File: src/uart_register_block_with_rx_buffer_defines.svh
// ----------------------------------------------------------------------------
// uart register block assertion macros
// shared assertion helpers for the uart register block with receive buffer
// ----------------------------------------------------------------------------
`ifndef UART_REGISTER_BLOCK_WITH_RX_BUFFER_DEFINES_SVH
`define UART_REGISTER_BLOCK_WITH_RX_BUFFER_DEFINES_SVH

// same-cycle implication, checked outside reset
`define UARTRB_ASSERT_NOW(label, clk, rst, ante, cons, msg) \
   label: assert property (@(posedge clk) disable iff (rst) (ante) |-> (cons)) \
      else $error(msg);

// next-cycle implication, checked outside reset
`define UARTRB_ASSERT_NEXT(label, clk, rst, ante, cons, msg) \
   label: assert property (@(posedge clk) disable iff (rst) (ante) |=> (cons)) \
      else $error(msg);

`endif

File: src/uartrb_pkg.sv
// ----------------------------------------------------------------------------
// uartrb_pkg
// types and constants of the uart register block
// ----------------------------------------------------------------------------
package uartrb_pkg;

   typedef enum logic [1:0] {
      OP_READ  = 2'd0,
      OP_WRITE = 2'd1,
      OP_RECV  = 2'd2,
      OP_ACK   = 2'd3
   } uartrb_op_type;

   typedef enum logic [2:0] {
      REG_RHR = 3'd0,
      REG_IER = 3'd1,
      REG_ISR = 3'd2,
      REG_LCR = 3'd3,
      REG_MCR = 3'd4,
      REG_LSR = 3'd5,
      REG_MSR = 3'd6,
      REG_SCR = 3'd7
   } uartrb_reg_type;

   localparam int REG_ADDR_W = 12;
   localparam int BYTE_W     = 8;

   localparam logic [7:0] FCR_CLEAR_BITS = 8'h06;
   localparam int         FCR_ENABLE_BIT = 0;
   localparam int         LCR_DLAB_BIT   = 7;

   localparam logic [7:0] ISR_CAUSE_RX   = 8'h04;
   localparam logic [7:0] ISR_CAUSE_TX   = 8'h02;
   localparam logic [7:0] ISR_NO_IRQ     = 8'h01;
   localparam logic [7:0] LCR_READ_VALUE = 8'h03;
   localparam logic [7:0] MCR_READ_VALUE = 8'h00;
   localparam logic [7:0] MSR_READ_VALUE = 8'hFF;
   localparam logic [7:0] LSR_DATA_READY = 8'h01;
   localparam logic [7:0] LSR_THR_EMPTY  = 8'h20;
   localparam logic [7:0] LSR_TX_EMPTY   = 8'h40;

endpackage

File: src/uartrb_ram.sv
// ----------------------------------------------------------------------------
// uartrb_ram
// generic single-write, single-read ram with registered read data
// ----------------------------------------------------------------------------
module uartrb_ram #(
   parameter int  WIDTH  = 8,
   parameter int  DEPTH  = 512,
   localparam int ADDR_W = (DEPTH > 1) ? $clog2(DEPTH) : 1
) (
   input  logic              clock,
   input  logic              wr_en,
   input  logic [ADDR_W-1:0] wr_addr,
   input  logic [WIDTH-1:0]  wr_data,
   input  logic              rd_en,
   input  logic [ADDR_W-1:0] rd_addr,
   output logic [WIDTH-1:0]  rd_data
);

   logic [WIDTH-1:0] mem_ff [DEPTH];
   logic [WIDTH-1:0] rd_data_ff;

   always_ff @(posedge clock) begin
      if (wr_en) begin
         mem_ff[wr_addr] <= wr_data;
      end
      if (rd_en) begin
         rd_data_ff <= mem_ff[rd_addr];
      end
   end

   assign rd_data = rd_data_ff;

endmodule

File: src/uart_register_block_with_rx_buffer.sv
// ----------------------------------------------------------------------------
// uart_register_block_with_rx_buffer
// 16550-style register file with a linear receive buffer held in ram
// ----------------------------------------------------------------------------
// usage
//   req channel: one transaction per bus read, bus write, received byte or
//   interrupt acknowledge, the kind given in req_tuser
//   rsp channel: exactly one transaction per request, in request order,
//   carrying read data, the transmitted byte with its flag, and the
//   interrupt line as it stands after that request
// pipeline and throughput
//   a request passes stage one and the output register before its response is
//   presented; one request per cycle while rsp_tready is high: all register and
//   index updates land in the accept cycle, the receive ram does one write or one
//   read per cycle and its registered read data feeds the output stage
// reset
//   synchronous, active high; indices, registers, interrupt state and both
//   pipeline valids clear; buffer contents are not cleared, only written
//   entries are ever read
// back-pressure
//   with rsp_tready low the output register and the stage behind it hold,
//   req_tready drops once both are full and no request is lost
// ----------------------------------------------------------------------------
`include "uart_register_block_with_rx_buffer_defines.svh"

module uart_register_block_with_rx_buffer #(
   parameter int RX_DEPTH = 512
) (
   input  logic        clock,
   input  logic        reset,
   // request channel
   input  logic        req_tvalid,
   output logic        req_tready,
   input  logic [31:0] req_tdata,   // reg_addr[11:0], write_data[19:12], rx_byte[27:20]
   input  logic [1:0]  req_tuser,   // opcode[1:0]
   // response channel
   output logic        rsp_tvalid,
   input  logic        rsp_tready,
   output logic [23:0] rsp_tdata,   // read_data[7:0], tx_byte[15:8], irq[16]
   output logic [0:0]  rsp_tuser    // tx_valid[0]
);

   import uartrb_pkg::*;

   // index wide enough to hold the depth itself, ram address for entries
   localparam int IDX_W  = $clog2(RX_DEPTH + 1);
   localparam int ADDR_W = $clog2(RX_DEPTH);
   localparam logic [IDX_W-1:0] DEPTH_IDX = IDX_W'(RX_DEPTH);
   localparam logic [IDX_W-1:0] IDX_ONE   = IDX_W'(1);

   // request fields
   uartrb_op_type         req_op;
   logic [REG_ADDR_W-1:0] req_addr;
   logic [BYTE_W-1:0]     req_wdata;
   logic [BYTE_W-1:0]     req_rxbyte;
   uartrb_reg_type        req_reg;
   logic                  req_decoded;

   assign req_op      = uartrb_op_type'(req_tuser);
   assign req_addr    = req_tdata[11:0];
   assign req_wdata   = req_tdata[19:12];
   assign req_rxbyte  = req_tdata[27:20];
   assign req_reg     = uartrb_reg_type'(req_addr[2:0]);
   assign req_decoded = (req_addr[REG_ADDR_W-1:3] == '0);

   // architectural state
   logic [IDX_W-1:0]  wr_idx_ff, wr_idx_in;
   logic [IDX_W-1:0]  rd_idx_ff, rd_idx_in;
   logic [BYTE_W-1:0] ier_ff, ier_in;
   logic              fifo_en_ff, fifo_en_in;
   logic              dlab_ff, dlab_in;
   logic [BYTE_W-1:0] dll_ff, dll_in;
   logic [BYTE_W-1:0] scr_ff, scr_in;
   logic              tx_pend_ff, tx_pend_in;

   // stage one: request taken, ram read in flight
   logic              s1_valid_ff, s1_valid_in;
   logic              s1_use_mem_ff, s1_use_mem_in;
   logic [BYTE_W-1:0] s1_rdata_ff, s1_rdata_in;
   logic              s1_txv_ff, s1_txv_in;
   logic [BYTE_W-1:0] s1_txb_ff, s1_txb_in;
   logic              s1_irq_ff, s1_irq_in;

   // output register
   logic              out_valid_ff, out_valid_in;
   logic [BYTE_W-1:0] out_rdata_ff, out_rdata_in;
   logic              out_txv_ff, out_txv_in;
   logic [BYTE_W-1:0] out_txb_ff, out_txb_in;
   logic              out_irq_ff, out_irq_in;

   // handshake
   logic accept;
   logic s1_move;
   logic have_data;

   // ram port
   logic              ram_we;
   logic              ram_re;
   logic [BYTE_W-1:0] ram_q;

   assign s1_move    = s1_valid_ff & (~out_valid_ff | rsp_tready);
   assign req_tready = ~s1_valid_ff | s1_move;
   assign accept     = req_tvalid & req_tready;
   assign have_data  = (wr_idx_ff > rd_idx_ff);

   // decode and state update, all in the accept cycle
   always_comb begin
      wr_idx_in     = wr_idx_ff;
      rd_idx_in     = rd_idx_ff;
      ier_in        = ier_ff;
      fifo_en_in    = fifo_en_ff;
      dlab_in       = dlab_ff;
      dll_in        = dll_ff;
      scr_in        = scr_ff;
      tx_pend_in    = tx_pend_ff;
      s1_use_mem_in = 1'b0;
      s1_rdata_in   = '0;
      s1_txv_in     = 1'b0;
      s1_txb_in     = '0;
      ram_we        = 1'b0;
      ram_re        = 1'b0;

      if (accept) begin
         case (req_op)
            OP_READ: begin
               if (req_decoded) begin
                  case (req_reg)
                     REG_RHR: begin
                        if (dlab_ff) begin
                           s1_rdata_in = dll_ff;
                        end else if (have_data) begin
                           // pop one byte, rewind both indices once drained
                           ram_re        = 1'b1;
                           s1_use_mem_in = 1'b1;
                           if ((rd_idx_ff + IDX_ONE) == wr_idx_ff) begin
                              rd_idx_in = '0;
                              wr_idx_in = '0;
                           end else begin
                              rd_idx_in = rd_idx_ff + IDX_ONE;
                           end
                        end
                     end
                     REG_IER: s1_rdata_in = ier_ff;
                     REG_ISR: begin
                        s1_rdata_in = {fifo_en_ff, fifo_en_ff, 6'b0};
                        if ((ier_ff != '0) && have_data) begin
                           s1_rdata_in = s1_rdata_in | ISR_CAUSE_RX;
                        end else if (tx_pend_ff) begin
                           s1_rdata_in = s1_rdata_in | ISR_CAUSE_TX;
                        end else begin
                           s1_rdata_in = s1_rdata_in | ISR_NO_IRQ;
                        end
                     end
                     REG_LCR: s1_rdata_in = LCR_READ_VALUE;
                     REG_MCR: s1_rdata_in = MCR_READ_VALUE;
                     REG_LSR: begin
                        s1_rdata_in = LSR_THR_EMPTY | LSR_TX_EMPTY
                                      | (have_data ? LSR_DATA_READY : 8'h00);
                     end
                     REG_MSR: s1_rdata_in = MSR_READ_VALUE;
                     REG_SCR: s1_rdata_in = scr_ff;
                     default: s1_rdata_in = '0;
                  endcase
               end
            end
            OP_WRITE: begin
               if (req_decoded) begin
                  case (req_reg)
                     REG_RHR: begin
                        if (dlab_ff) begin
                           dll_in = req_wdata;
                        end else begin
                           s1_txv_in  = 1'b1;
                           s1_txb_in  = req_wdata;
                           tx_pend_in = 1'b1;
                        end
                     end
                     REG_IER: ier_in = req_wdata;
                     REG_ISR: begin
                        // fifo control: clear bits rewind the buffer
                        if ((req_wdata & FCR_CLEAR_BITS) != '0) begin
                           wr_idx_in = '0;
                           rd_idx_in = '0;
                        end
                        fifo_en_in = req_wdata[FCR_ENABLE_BIT];
                     end
                     REG_LCR: dlab_in = req_wdata[LCR_DLAB_BIT];
                     REG_SCR: scr_in  = req_wdata;
                     default: begin
                     end
                  endcase
               end
            end
            OP_RECV: begin
               // a byte arriving at a full buffer is dropped
               if (wr_idx_ff < DEPTH_IDX) begin
                  ram_we    = 1'b1;
                  wr_idx_in = wr_idx_ff + IDX_ONE;
               end
            end
            OP_ACK: tx_pend_in = 1'b0;
            default: begin
            end
         endcase
      end

      // interrupt line as it stands after this transaction
      s1_irq_in = ((ier_in != '0) && (wr_idx_in > rd_idx_in)) || tx_pend_in;

      s1_valid_in = accept ? 1'b1 : (s1_move ? 1'b0 : s1_valid_ff);

      out_valid_in = s1_move ? 1'b1 : (rsp_tready ? 1'b0 : out_valid_ff);
      out_rdata_in = s1_use_mem_ff ? ram_q : s1_rdata_ff;
      out_txv_in   = s1_txv_ff;
      out_txb_in   = s1_txb_ff;
      out_irq_in   = s1_irq_ff;
   end

   // control state
   always_ff @(posedge clock) begin
      if (reset) begin
         wr_idx_ff    <= '0;
         rd_idx_ff    <= '0;
         ier_ff       <= '0;
         fifo_en_ff   <= 1'b0;
         dlab_ff      <= 1'b0;
         dll_ff       <= '0;
         scr_ff       <= '0;
         tx_pend_ff   <= 1'b0;
         s1_valid_ff  <= 1'b0;
         out_valid_ff <= 1'b0;
      end else begin
         wr_idx_ff    <= wr_idx_in;
         rd_idx_ff    <= rd_idx_in;
         ier_ff       <= ier_in;
         fifo_en_ff   <= fifo_en_in;
         dlab_ff      <= dlab_in;
         dll_ff       <= dll_in;
         scr_ff       <= scr_in;
         tx_pend_ff   <= tx_pend_in;
         s1_valid_ff  <= s1_valid_in;
         out_valid_ff <= out_valid_in;
      end
   end

   // payload registers
   always_ff @(posedge clock) begin
      if (accept) begin
         s1_use_mem_ff <= s1_use_mem_in;
         s1_rdata_ff   <= s1_rdata_in;
         s1_txv_ff     <= s1_txv_in;
         s1_txb_ff     <= s1_txb_in;
         s1_irq_ff     <= s1_irq_in;
      end
      if (s1_move) begin
         out_rdata_ff <= out_rdata_in;
         out_txv_ff   <= out_txv_in;
         out_txb_ff   <= out_txb_in;
         out_irq_ff   <= out_irq_in;
      end
   end

   // receive buffer; read data holds while the stage behind it stalls
   uartrb_ram #(
      .WIDTH (BYTE_W),
      .DEPTH (RX_DEPTH)
   ) u_rx_ram (
      .clock   (clock),
      .wr_en   (ram_we),
      .wr_addr (wr_idx_ff[ADDR_W-1:0]),
      .wr_data (req_rxbyte),
      .rd_en   (ram_re),
      .rd_addr (rd_idx_ff[ADDR_W-1:0]),
      .rd_data (ram_q)
   );

   assign rsp_tvalid = out_valid_ff;
   assign rsp_tdata  = {7'b0, out_irq_ff, out_txb_ff, out_rdata_ff};
   assign rsp_tuser  = out_txv_ff;

   // read index never passes write index, which never passes the depth
   `UARTRB_ASSERT_NOW(a_idx_order, clock, reset, 1'b1,
      (rd_idx_ff <= wr_idx_ff) && (wr_idx_ff <= DEPTH_IDX), "index order broken")

   // an empty buffer always sits rewound at zero
   `UARTRB_ASSERT_NOW(a_empty_rewound, clock, reset, rd_idx_ff == wr_idx_ff,
      wr_idx_ff == '0, "empty buffer not rewound")

   // a transmitted byte always leaves the interrupt line raised
   `UARTRB_ASSERT_NOW(a_tx_irq, clock, reset, rsp_tvalid && rsp_tuser[0],
      rsp_tdata[16], "transmit without interrupt")

   // ram reads only for a taken request, and its stage is then full
   `UARTRB_ASSERT_NEXT(a_ram_read, clock, reset, ram_re,
      s1_valid_ff && s1_use_mem_ff, "ram read without stage")

endmodule

File: config.mk
export PLATFORM = sky130hd
export DESIGN_NAME = uart_register_block_with_rx_buffer
export DESIGN_NICKNAME = d
export VERILOG_FILES = /design/src/uartrb_pkg.sv /design/src/uartrb_ram.sv /design/src/uart_register_block_with_rx_buffer.sv
export VERILOG_INCLUDE_DIRS = /design/src /design/src/src
export SDC_FILE = /design/constraint.sdc
export NUM_CORES = 2
export LEC_CHECK = 0
export BUFFER_PORTS_ARGS = -buffer_cell sky130_fd_sc_hd__buf_4
export CORE_ASPECT_RATIO = 2
export CORE_MARGIN = 5
export CORE_UTILIZATION = 40
export DETAILED_ROUTE_END_ITERATION = 6
export HOLD_SLACK_MARGIN = 0.1
export PLACE_DENSITY_LB_ADDON = 0.1
export SKIP_LAST_GASP = 1
export SYNTH_ARGS = -nofsm -noshare
export SYNTH_HDL_FRONTEND = slang
export SYNTH_SLANG_ARGS = --single-unit
File: constraint.sdc
create_clock -name clock -period 4.5 [get_ports clock]
set_clock_uncertainty 0.1 [all_clocks]
set_input_delay 0.225 -clock clock [delete_from_list [all_inputs] [get_ports clock]]
set_output_delay 0.225 -clock clock [all_outputs]
set_load 0.005 [all_outputs]
== Word level (Yosys, flattened, before mapping) ==
Memory sizes are Yosys's and may differ from the RTL's. A register that Yosys moved wholly into a read port is not among the register bits.
Index checks and enable logic that the tools add are counted.

* Memory bits (read-only): 0
* Bits in latches: 0
* Word-level logic and storage cells: 115
* Register bits after elaboration: 86
* Input bits: 38
* Memories: 1
* Bits in writable memories: 4096

* Divide/modulo/power cells: 0
* $add $sub $neg: 2
* Shift-type cells: 0
* Muxes and demuxes: 52
* $mul: 0
* Bitwise operators: 9
* $lt $le $gt $ge: 3
* Reduce and logical (&&, ||, !) cells: 18
* Equality and inequality tests: 11

{| class="wikitable"
|+ Memory list
! memory !! depth !! width !! read ports !! clocked after Yosys merged registers in !! write ports !! RTL line !! source
|-
| u_rx_ram.mem_ff || 512 || 8 || 1 || 1 || 1 || uartrb_ram.sv:19 || <nowiki>logic [WIDTH-1:0] mem_ff [DEPTH];</nowiki>
|}

{| class="wikitable"
|+ Operator list
! operator !! number
|-
| $mux W10 || 19
|-
| $pmux W8 S8 || 1
|-
| $mux W8 || 6
|-
| $pmux W10 S3 || 1
|-
| $reduce_bool A8 Y1 || 3
|-
| $mux W1 || 21
|-
| $add A10 B1 Y10 const B || 2
|-
| $gt A10 B10 Y1 || 2
|-
| $pmux W10 S2 || 1
|-
| $eq A3 B3 Y1 const B || 4
|-
| $reduce_and A4 Y1 || 3
|-
| $eq A10 B10 Y1 || 1
|-
| $lt A10 B10 Y1 const B || 1
|-
| $logic_not A9 Y1 || 1
|-
| $eq A3 B2 Y1 const B || 2
|-
| $not A1 Y1 || 5
|-
| $reduce_and A5 Y1 || 1
|-
| $eq A2 B2 Y1 const B || 2
|-
| $reduce_bool A2 Y1 || 2
|-
| $reduce_or A4 Y1 || 1
|-
| $eq A3 B1 Y1 const B || 1
|-
| $logic_not A3 Y1 || 1
|-
| $mux W3 || 1
|-
| $reduce_and A3 Y1 || 1
|-
| 9 further kinds || 12
|}

== Depth between registers and ports, before layout ==
* Depth in word-level cells: 12
* Gate-level depth with buffers: 24
* Gate-level depth less buffers: 17

== Hierarchy ==
Synthesis repeated with hierarchy kept, for this count alone.

* Cell total of the unflattened synthesis: 8580
* Area, all modules: 164861.9 um2

{| class="wikitable"
|+ Modules (own cells, without submodules)
! module !! times used !! sequential area each (um2) !! cells each !! area an instance (um2)
|-
| uartrb_ram || 1 || 123238.2 || 8030 || 160007.2
|-
| uart_register_block_with_rx_buffer || 1 || 2092.0 || 550 || 4854.7
|}

== Worst setup path after synthesis ==
No wires, ideal clock.

* Path kind: register to register
* Start point: reg rd_idx_ff[3]
* End point: reg s1_irq_ff, in the netlist out_irq_in, data pin
* Path buffers: 7
* Setup slack: -388 ps
* Arrival: 4517 ps
* Cell stages (with the launch flop): 25
* Cell sequence: dfxtp_1 clkbuf_1 inv_1 buf_4 buf_2 buf_2 buf_2 buf_1 ha_1 nand4_1 o21bai_1 a31oi_1 o21bai_1 a2111oi_4 buf_4 a21oi_1 a2bb2oi_1 ha_1 a21o_1 a21o_1 a21o_1 a21o_1 a21oi_1 o2111ai_1 a21boi_0

* Word-level cells in the longest chain between the ends: 12
* Elaborated cells between the ends (all ways): 23

{| class="wikitable"
|+ RTL lines
! item !! RTL line !! source
|-
| start: declaration || uart_register_block_with_rx_buffer.sv:68 || <nowiki>logic [IDX_W-1:0] rd_idx_ff, rd_idx_in;</nowiki>
|-
| start signal: assignment || uart_register_block_with_rx_buffer.sv:234 || <nowiki>rd_idx_ff <= rd_idx_in;</nowiki>
|-
| $add A10 B1 Y10 || uart_register_block_with_rx_buffer.sv:135, uart_register_block_with_rx_buffer.sv:139 ||
|-
| $eq A10 B10 Y1 || uart_register_block_with_rx_buffer.sv:135 || <nowiki>if ((rd_idx_ff + IDX_ONE) == wr_idx_ff) begin</nowiki>
|-
| $mux W10 || uart_register_block_with_rx_buffer.sv:135 ||
|-
| $mux W10 || uart_register_block_with_rx_buffer.sv:131 || <nowiki>end else if (have_data) begin</nowiki>
|-
| $mux W10 || uart_register_block_with_rx_buffer.sv:129 || <nowiki>if (dlab_ff) begin</nowiki>
|-
| $mux W10 || uart_register_block_with_rx_buffer.sv:127 || <nowiki>case (req_reg)</nowiki>
|-
| $mux W10 || uart_register_block_with_rx_buffer.sv:126 || <nowiki>if (req_decoded) begin</nowiki>
|-
| $pmux W10 S3 or $pmux W10 S2 (tied branches) || uart_register_block_with_rx_buffer.sv:124 || <nowiki>case (req_op)</nowiki>
|-
| $mux W10 || uart_register_block_with_rx_buffer.sv:123 || <nowiki>if (accept) begin</nowiki>
|-
| $gt A10 B10 Y1 * || uart_register_block_with_rx_buffer.sv:208 || <nowiki>s1_irq_in = ((ier_in != '0) && (wr_idx_in > rd_idx_in)) || tx_pend_in;</nowiki>
|-
| $logic_and A1 B1 Y1 * || uart_register_block_with_rx_buffer.sv:208 ||
|-
| $logic_or A1 B1 Y1 * || uart_register_block_with_rx_buffer.sv:208 ||
|-
| named net s1_irq_in || uart_register_block_with_rx_buffer.sv:82 || <nowiki>logic s1_irq_ff, s1_irq_in;</nowiki>
|-
| end signal: assignment || uart_register_block_with_rx_buffer.sv:253 || <nowiki>s1_irq_ff <= s1_irq_in;</nowiki>
|-
| end: declaration || uart_register_block_with_rx_buffer.sv:82 ||
|}

The timed path passes the listed nets; every way through them passes the cells marked *.
A chain may end at the register's enable or synchronous reset.

== Worst setup path in the final report ==
* Start point: reg rd_idx_ff[2]
* End point: reg u_rx_ram.rd_data_ff[5], in the netlist u_rx_ram.rd_data[5] (read register of u_rx_ram.mem_ff), data pin

* Word-level cells in the longest chain between the ends: 7

{| class="wikitable"
|+ RTL lines
! item !! RTL line !! source
|-
| $gt A10 B10 Y1 || uart_register_block_with_rx_buffer.sv:104 || <nowiki>assign have_data = (wr_idx_ff > rd_idx_ff);</nowiki>
|-
| $mux W1 || uart_register_block_with_rx_buffer.sv:131 ||
|-
| $mux W1 || uart_register_block_with_rx_buffer.sv:129 ||
|-
| $mux W1 || uart_register_block_with_rx_buffer.sv:127 ||
|-
| $mux W1 || uart_register_block_with_rx_buffer.sv:126 ||
|-
| $mux W1 || uart_register_block_with_rx_buffer.sv:124 ||
|-
| $mux W1 || uart_register_block_with_rx_buffer.sv:123 ||
|-
| end: declaration || uartrb_ram.sv:20 || <nowiki>logic [WIDTH-1:0] rd_data_ff;</nowiki>
|}

Several ways; a longest one is shown, not always the timed one.

==> summary.md <==
| Metric | Value |
|---|---|
| Clock sink count | 4190 |
| Cts bufs inserted | 377 |
| Synth Cell Area | 165000 µm² |
| Crit path kind | reg -> reg |
| Share of total power in combinational logic | 1.3% |
| Met3 usage | 3.08% |
| Setup_tns | 0 ns |
| Final Cycle Share | 98.5% |
| Crit-path leading delay family | compound AO/OA/AOI/OAI gates |
| Share of cells above drive strength 1 | 24.2% |
| Drt initial violations | 8474 |
| Min Clock Period, post-route | 4.43 ns |
| CP endpoint kind | flop |
| DP Worst Slack | -0.385 ns |
| Cells after DPL | 14543 |
| Max frequency | 226 MHz |
| Leakage | 58.5 nW |
| EDFF count, synth | 4141 |
| HP Class | in -> reg |
| Relative slew slack | 16.7% |
| Row count | 333 |
| Unique masters post-synth | 85 |
| GRT Total Usage | 26.6% |
| Slowest cell on the critical path | a211oi_1 |
| Max-cap violations | 0 |
| IO Pins | 65 |
| Die X-Extent | 464 µm |
| Max reg flops | 4096 |
| Reg with most FFs | u_rx_ram.mem_ff |
| Grt met2 use | 47.9% |
| Routed WL | 578 mm |
| Final Hold Fails | 0 |
| GPL Wtd Cong | 0.894 |
| Detailed placement HPWL | 382 mm |
| Clock transition at the registers of the reported paths | 0.07 ns |
| Fin cells | 15295 |
| Sw Ratio | 20.4% |
| CP Data Required Time | 5.25 ns |
| Top cell type's share of synthesized area | 75.3% |
| Maximum vdd drop | 0.000308 V |
| Actual slew at the worst max-slew pin | 1.25 ns |
| Initial antenna violation count | 34 |
| Area grow syn2layout | 16.3% |
| Gr busiest metal | met2 |
| Crit path DAT | 5.18 ns |
| Power, Total | 0.0766 W |
| Syn_area_per_cell | 19.1 µm² |
| Core ar. | 411000 µm² |
| Finish-stage setup viols | 0 |
| ANT nets after route | 0 |
| Synth top cells by count | edfxtp_1, mux2i_1, nor2_1 |
| Status | completed |
| # port buffers | 53 |
| Cell Pwr Density | 399 nW/µm² |
| Clock H-tree levels | 5 |
| Clock buffer depth | 4 |
| Asr flop ratio synth | 0% |
| Clock root buffer master | clkbuf_16 |
| Ys Warns | 0 |
| Top flop regs | u_rx_ram.mem_ff x4096, rd_idx_ff x10, wr_idx_ff x10 |
| Clock share of power | 42.7% |
| Flop pwr share | 55.9% |
| DRT Pass-1 Iters | 6 |
| Clk Latency, worst-skew pair | 0.99 ns |
| Nets | 9680 |
| CP peak stage delay | 0.88 ns |
| Top cells by area, synth | edfxtp_1, mux4_2, mux2i_1, nor2_1, o221ai_1 |
| Switching power | 0.0156 W |
| Initial Util | 40.1% |
| GRT Residual Overflow | 0 |
| Via density per instance | 5.88 |
| RSZ-0062 raised after global routing | false |
| Ys flop type | edfxtp_1 |
| Die height | 918 µm |
| Buf+Inv Stages, Crit Path | 6 |
| Final setup margin | 0.0691 ns |
| Post-synthesis register bit count | 4190 |
| Die area | 426000 µm² |
| Internal power | 0.0610 W |
| # DRC | 0 |
| Synth Instances | 8632 |
| Most common cell in the netlist | edfxtp_1 |
| Cell accounting for the most synthesized area | edfxtp_1 |
| Crit Path Max Fanout | 34 |
| Seq/Total Area, Yosys | 75.9% |
| Worst setup SP type | flop |
| Met1 Use GR | 29.8% |
| Crit-path cells | buf_12 -> nand2b_4 -> buf_12 -> buf_4 -> o221ai_1 -> o22ai_1 -> a211oi_1 -> buf_4 -> o311ai_0 -> buf_4 -> nor4_1 -> buf_4 -> or4_1 |
| Vias in the first global route | 93317 |
| CP dominant cell by count | buf_4 |
| DR vias | 89880 |
| Avg WL per Cell | 37.8 µm |
| CTS tree | done |
| First-pass GRT wire length | 788 mm |
| Slew Limit Fails | 0 |
| Largest net degree at the start of global routing | 137 |
==> power groups by stage <==
| stage | clock, W | sequential [W] | combinational (W) |
|---|---|---|---|
| after CTS | 0.0333 | 0.0429 | 0.00104 |
| after detailed placement | 0 | 0.0437 | 0.00100 |
| after global placement | 0 | 0.0437 | 0.000955 |
| final | 0.0327 | 0.0429 | 0.00102 |
| after global routing | 0.0347 | 0.0428 | 0.00107 |
| after floorplan | 0 | 0.0437 | 0.0000876 |
==> tightest hold or removal path, cell delays in order <==
cell and delay, ns:
dlygate4sd3_1 0.54, buf_4 0.32, nor2_1 0.16
==> metrics by stage <==
step / area (µm²) / hold WS [ns] / utilization (%)
floorplan: 165000 / 0.224 / -
global placement: 179000 / 0.303 / 43.6
detailed placement: 179000 / 0.305 / 43.6
CTS: 192000 / 0.111 / 46.6
global route: 192000 / 0.208 / 46.7
finish: 192000 / 0.214 / 46.7
==> timing repair <==
item                                     CTS  global route
buffers inserted                           0             1
hold buffers                              55             0
endpoints found under the setup margin     4             4
endpoints found under the hold margin   2482             0
cloned                                     0             0
resized for setup                          5             8
pin swaps                                  0             1
==> cell usage in the layout, fill, tap and decap left out, types with 11 or more instances in the layout <==
master | synthesis | routed
clkbuf_16 | 0 | 386
o221ai_1 | 283 | 283
nand2_1 | 190 | 172
a21o_1 | 18 | 18
clkinv_2 | 0 | 54
a21oi_1 | 212 | 208
a221oi_1 | 11 | 11
nand2_4 | 0 | 17
edfxtp_1 | 4141 | 4141
nand4_1 | 17 | 17
diode_2 | 0 | 19
nand3_1 | 74 | 73
ha_1 | 25 | 25
clkbuf_1 | 271 | 76
or4_1 | 12 | 12
nor4_1 | 40 | 32
o2111ai_1 | 11 | 11
mux2_2 | 27 | 27
a31oi_1 | 49 | 48
clkinvlp_4 | 0 | 24
nor2_1 | 673 | 665
mux4_2 | 659 | 659
a22oi_1 | 24 | 24
o21ai_0 | 117 | 111
buf_4 | 90 | 960
mux2i_1 | 801 | 801
nor2b_1 | 20 | 15
a211oi_1 | 30 | 30
a311oi_1 | 11 | 11
o22ai_1 | 217 | 217
and2_1 | 45 | 44
bufinv_16 | 0 | 39
dlygate4sd3_1 | 0 | 55
dfxtp_1 | 49 | 42
nor3_1 | 110 | 107
o21ai_1 | 12 | 16
inv_1 | 17 | 16
clkinv_1 | 3 | 79
buf_12 | 1 | 135
o211ai_1 | 18 | 18
==> cell families (layout without fill, tap and decap cells) <==
group / after synthesis / count (layout) / share of synthesized area (%)
flip-flops: 4190 / 4190 / 75.9
adder cells (fa/ha/maj): 25 / 25 / 0.190
AO/OA/AOI/OAI: 1104 / 1104 / 4.63
AND/OR/NAND/NOR: 1230 / 1230 / 3.25
multiplexers: 1494 / 1494 / 14.1
buffers and inverters: 579 / 1857 / 1.85
other: 1 / 26 / 0.00227
XOR/XNOR: 9 / 9 / 0.0561
==> path summary, 6_finish.rpt <==
path | end | cells after the start | slack [ns] | start
setup / recovery | u_rx_ram.rd_data[5] | 13 | 0.07 | rd_idx_ff[2]
hold / removal | dll_ff[4] | 3 | 0.21 | reset
setup reg to reg | u_rx_ram.rd_data[5] | 13 | 0.07 | rd_idx_ff[2]
hold reg to reg | out_txb_ff[6] | 0 | 0.32 | out_txb_in[6]
==> routing by layer <==
metal	routed length [µm]	part of all wire, %
met5	49	0.0085
met4	45200	7.8
met3	27100	4.7
met2	304000	53
met1	202000	35
==> area by class of cell <==
| class | instances | area, µm² |
|---|---|---|
| clock inverter | 216 | 2160 |
| sequential | 4190 | 125000 |
| tap | 5360 | 6710 |
| clock buffer | 462 | 9940 |
| fill | 34636 | 219000 |
| antenna | 19 | 47.5 |
| timing repair buffer | 1158 | 10600 |
| multi-input combinational | 3869 | 37000 |
| inverter | 21 | 96.3 |
(Power assumes the default switching activity.)
